File: config.mk
export PLATFORM = sky130hd
export DESIGN_NAME = pspt_sqrt
export DESIGN_NICKNAME = d
export VERILOG_FILES = /design/src/hdl/pspt_pkg.sv /design/src/hdl/pspt_sqrt.sv
export SDC_FILE = /design/constraint.sdc
export NUM_CORES = 1
export LEC_CHECK = 0
export BUFFER_PORTS_ARGS = -buffer_cell sky130_fd_sc_hd__buf_2
export CORE_UTILIZATION = 65
export CTS_CLUSTER_DIAMETER = 150
export DETAILED_ROUTE_END_ITERATION = 6
export GPL_TIMING_DRIVEN = 0
export PLACE_DENSITY = 0.87
export SLEW_MARGIN = 20
export SYNTH_ARGS = -nofsm -noshare
export SYNTH_HDL_FRONTEND = slang
export SYNTH_SLANG_ARGS = --single-unit
File: constraint.sdc
create_clock -name clk -period 9.6 [get_ports clk]
set_input_delay 1.44 -clock clk [delete_from_list [all_inputs] [get_ports clk]]
set_output_delay 1.44 -clock clk [all_outputs]
set_load 0.01 [all_outputs]
File: src/hdl/pspt_pkg.sv
`default_nettype none
package pspt_pkg;
	localparam int DEPTH_DEF = 256;
	localparam int COORD_BITS_DEF = 16;
	localparam int DIST_BITS = 17;
	localparam int TOTAL_BITS = 9;
	localparam logic [DIST_BITS-1:0] DIST_MAX = 17'h1FFFF;

	typedef enum logic [2:0] {
		FN_INSERT = 3'd0,
		FN_DIST   = 3'd1,
		FN_ELIM   = 3'd2,
		FN_POPF   = 3'd3,
		FN_POPL   = 3'd4,
		FN_CLEAR  = 3'd5
	} func_t;

	typedef enum logic [2:0] {
		ST_OK    = 3'd0,
		ST_DUP   = 3'd1,
		ST_RANGE = 3'd2,
		ST_EMPTY = 3'd3,
		ST_FULL  = 3'd4
	} status_t;

	typedef struct packed {
		logic start;
		logic [63:0] radicand;
	} sqrt_req_t;

	typedef struct packed {
		logic busy;
		logic done;
		logic [31:0] root;
	} sqrt_rsp_t;
endpackage
`default_nettype wire

File: src/hdl/pspt_sqrt.sv
`default_nettype none
module pspt_sqrt
	import pspt_pkg::*;
(
	input  wire logic      clk,
	input  wire logic      arst_n,
	input  wire sqrt_req_t req,
	output sqrt_rsp_t      rsp
);
	// Restoring square root, one result bit per cycle.
	logic [63:0] rem_q;
	logic [31:0] root_q;
	logic [5:0]  cnt_q;
	logic [65:0] acc_q;
	logic        busy_q;
	logic        done_q;
	logic [65:0] acc_n;
	logic [65:0] trial;

	always_comb begin
		acc_n = {acc_q[63:0], rem_q[63:62]};
		trial = 66'({root_q, 2'b01});
	end

	always_ff @(posedge clk or negedge arst_n) begin
		if (!arst_n) begin
			busy_q <= 1'b0;
			done_q <= 1'b0;
			cnt_q  <= '0;
		end else begin
			done_q <= 1'b0;
			if (req.start) begin
				busy_q <= 1'b1;
				cnt_q  <= 6'd0;
				rem_q  <= req.radicand;
				acc_q  <= '0;
				root_q <= '0;
			end else if (busy_q) begin
				rem_q <= {rem_q[61:0], 2'b00};
				if (acc_n >= trial) begin
					acc_q  <= acc_n - trial;
					root_q <= {root_q[30:0], 1'b1};
				end else begin
					acc_q  <= acc_n;
					root_q <= {root_q[30:0], 1'b0};
				end
				cnt_q <= cnt_q + 6'd1;
				if (cnt_q == 6'd31) begin
					busy_q <= 1'b0;
					done_q <= 1'b1;
				end
			end
		end
	end

	assign rsp.busy = busy_q;
	assign rsp.done = done_q;
	assign rsp.root = root_q;
endmodule
`default_nettype wire

==> impl_results.md <==
* DR vias/cell at 6.23
* Power density over the cells at 184 nW/um2
* Post-CTS repair timing setup buffer count at 0
* Ranking of synthesized cells by instance count: edfxtp_1, nor2_1, mux2_2
* Initial core utilization at 66.9%
* Antenna violations before repair at 0
* Clock Root Buffer: clkbuf_16
* Leftover overflow at the end of global routing at 0
* Number of iterations in the first detailed-routing pass at 6
* Top Ports at 101
* Share of async-settable or async-resettable flops after synthesis at 4.76%
* Leak Pwr at 4.64 nW
* Synth cell types at 59
* Die boundary width at 127 um
* Maximum root-to-sink buffer count at 2
* Largest fanout on the critical path at 10
* Clock tree from TritonCTS: done
* Port Buffers at 99
* Number of clock sinks seen by CTS at 168
* List of cells traversed by the critical path: inv_1 -> ha_1 -> clkbuf_2 -> nand4_1 -> nor3_1 -> o21ai_0 -> a31oi_1 -> nor4_2 -> buf_6 -> nor4b_4 -> nand3b_1 -> xor2_1 -> a211oi_1
* CP arrival at 4130 ps
* Final clock skew at 10.6 ps
* Count of placed standard cells in the final layout, fillers left out at 1300
* Count of mapped cells out of synthesis at 955
* Average footprint of a synthesized cell at 10.7 um2
* Critical Path End Type: flip-flop
* Die Ht at 127 um
* Area enclosed by the die boundary at 16200 um2
* Sequential element share of the synthesized area at 49.0%
* Hold-fix buffer count after cts at 0
* Growth of design area from synthesis to finish at 13.8%
* Instance count after placement with tap cells included at 1268
* Maximum vdd drop at 0.000140 V
* Final estimated routing congestion in global placement at 0.989
* Count of endpoints failing setup in the final report at 0
* Post-cts resize count at 0
* Core Region at 15300 um2
* Clock transition at the registers of the reported paths at 70 ps
* Max frequency at 258 MHz
* Final critical delay including setup and external delays at 3870 ps
* Summed negative setup slack over all endpoints at 0 ps
* Post-route DRC violation count at 0
* Post-Synthesis Cell Area at 10200 um2
* Final hold slack at 512 ps
* Slew @ Worst Pin at 902 ps
* Cell types occupying the most area after synthesis: edfxtp_1, mux2_2, nor2_1
* Number of levels in the clock H-tree at 4
* Count of antenna diodes in the layout at 0
* Path type of the worst min-delay path: flip-flop to flip-flop
* Cell type with the largest total area after synthesis: edfxtp_1
* Max_cap viols at 0
* Routed Wire Length at 25200 um
* Final period util at 40.3%
* Type of element launching the critical path: flip-flop
* Data required time of the worst path at 9850 ps
* Number of nets in the layout at 1178
* Critical Path Max Stage Delay at 530 ps
* Number of DRC violations after detailed-routing iteration 0 at 815
* Slowest library cell on the worst path: nor4b_4
* Flop and latch count out of synthesis at 168
* Post-synth EDFFs at 160
* Number of buffers created by CTS at 17
* Vias in the first global route at 7964
* Worst slew margin at 39.8%
* Nets in the synthesized netlist at 1057
* Run status: finished clean
* Global-route wire length before repair at 40500 um
* Overall Global Routing Usage at 32.5%
* Maximum number of pins on one net before global-route repair at 55
* Most common cell in the netlist: edfxtp_1
* Total number of vias at 8101
* Number of rows in the core area at 45
* Top-area cell type share of the netlist area at 47.1%
* Unrepaired setup endpoints after global routing: false
* Yosys warning total at 0
* Number of nets with antenna violations after detailed routing at 0
* Share of layout cells above drive strength 1 at 20.4%
* Routed length per instance at 19.4 um
* Crit path kind: flip-flop to flip-flop
* Insertion delay to the later sink of the worst-skew pair at 440 ps
* Final-layout fill cell count at 1029
* Number of pins exceeding their max-slew limit in the final report at 0
* Post-DP HPWL at 18000 um
* Count of final hold-check violations at 0
* Ys flop type: edfxtp_1
==> through the flow <==
step | worst slack, ps | power (mW) | utilization [%] | area [um2]
floorplan | 4200 | 1.33 | - | 10200
global placement | 1960 | 1.45 | 71.8 | 11000
detailed placement | 5800 | 1.47 | 72.4 | 11100
CTS | 5720 | 2.12 | 76.1 | 11600
global route | 5470 | 2.22 | 76.1 | 11600
finish | 5730 | 2.14 | 76.1 | 11600
==> metal layers <==
metal | vias up | global-route usage (%) | wire length, um
met4 | 0 | 15.1 | 914
li1 | 3799 | - | -
met2 | 397 | 50.5 | 11600
met1 | 3833 | 42.7 | 10500
met3 | 72 | 8.75 | 2230
met5 | - | 0 | 0
==> cell families after synthesis <==
| group | synth area share (%) |
|---|---|
| XOR/XNOR | 5.41 |
| multiplexers | 11.0 |
| AO/OA/AOI/OAI | 12.9 |
| buffers and inverters | 4.00 |
| adder cells (fa/ha/maj) | 4.29 |
| AND/OR/NAND/NOR | 13.4 |
| flip-flops | 49.0 |
==> registers in the layout (all words and copies together) (netlist names) <==
name,flops
acc_q,64
cnt_q,6
root_q,32
busy_q,1
rem_q,64
done_q,1
==> critical path: cells and delay by family, from the launching register on <==
family | cells | cell delay (ps)
AOI/OAI and AO/OA | 3 | 920
xor gates and xnor gates | 1 | 170
adders and majority gates | 1 | 280
buffers and inverters | 3 | 430
DFF | 1 | 490
and+or+nand+nor | 5 | 1400
==> where the power goes <==
group / total, mW / internal [mW] / switching (mW)
sequential: 0.943 / 0.889 / 0.0539
clock: 0.669 / 0.342 / 0.327
combinational: 0.524 / 0.227 / 0.297
total: 2.14 / 1.46 / 0.678
==> worst paths after layout <==
kind | startpoint | endpoint | slack [ps] | depth (start not counted)
worst max-delay path | root_q[15]$_SDFFCE_PP0P_ | acc_q[59]$_SDFFCE_PP0P_ | 5730 | 13
worst min-delay path | cnt_q[5]$_DFFE_PN0N_ | done_q$_DFF_PN0_ | 510 | 1
worst max register to register | root_q[15]$_SDFFCE_PP0P_ | acc_q[59]$_SDFFCE_PP0P_ | 5730 | 13
worst min register to register | cnt_q[5]$_DFFE_PN0N_ | done_q$_DFF_PN0_ | 510 | 1
max in group asynchronous | arst_n | busy_q$_DFF_PN0_ | 8020 | 2
min in group asynchronous | arst_n | cnt_q[0]$_DFFE_PN0N_ | 1350 | 2
==> final cells by class <==
class / count / area (um2) / area share, %
sequential: 168 / 5000 / 43.1
tap: 211 / 264 / 2.27
inverter: 44 / 165 / 1.42
multi-input combinational: 689 / 4800 / 41.3
buffer: 54 / 243 / 2.09
timing repair buffer: 102 / 577 / 4.97
clock inverter: 15 / 135 / 1.16
clock buffer: 17 / 425 / 3.66
==> cells in the final DEF (no fill, tap or decap), types with 4 or more instances in the layout <==
cell,n
nand3_1,9
nor2_1,134
edfxtp_1,160
o211ai_1,8
and3_1,4
mux2i_1,42
o21ai_0,35
a21o_1,10
and2_1,5
o21bai_1,5
xnor2_1,28
a311oi_1,4
dfrtp_1,8
buf_4,6
or4_1,8
a31oi_1,7
xor2_1,35
a21oi_1,55
clkbuf_1,34
mux2_2,62
ha_1,35
nand2_1,48
nor3_1,19
nor4_1,9
inv_1,44
buf_1,5
nand4_1,15
a211oi_1,50
or3_1,9
nand2b_1,4
inv_6,6
nand3b_1,6
buf_2,105
clkbuf_16,17
(Power assumes the default switching activity.)
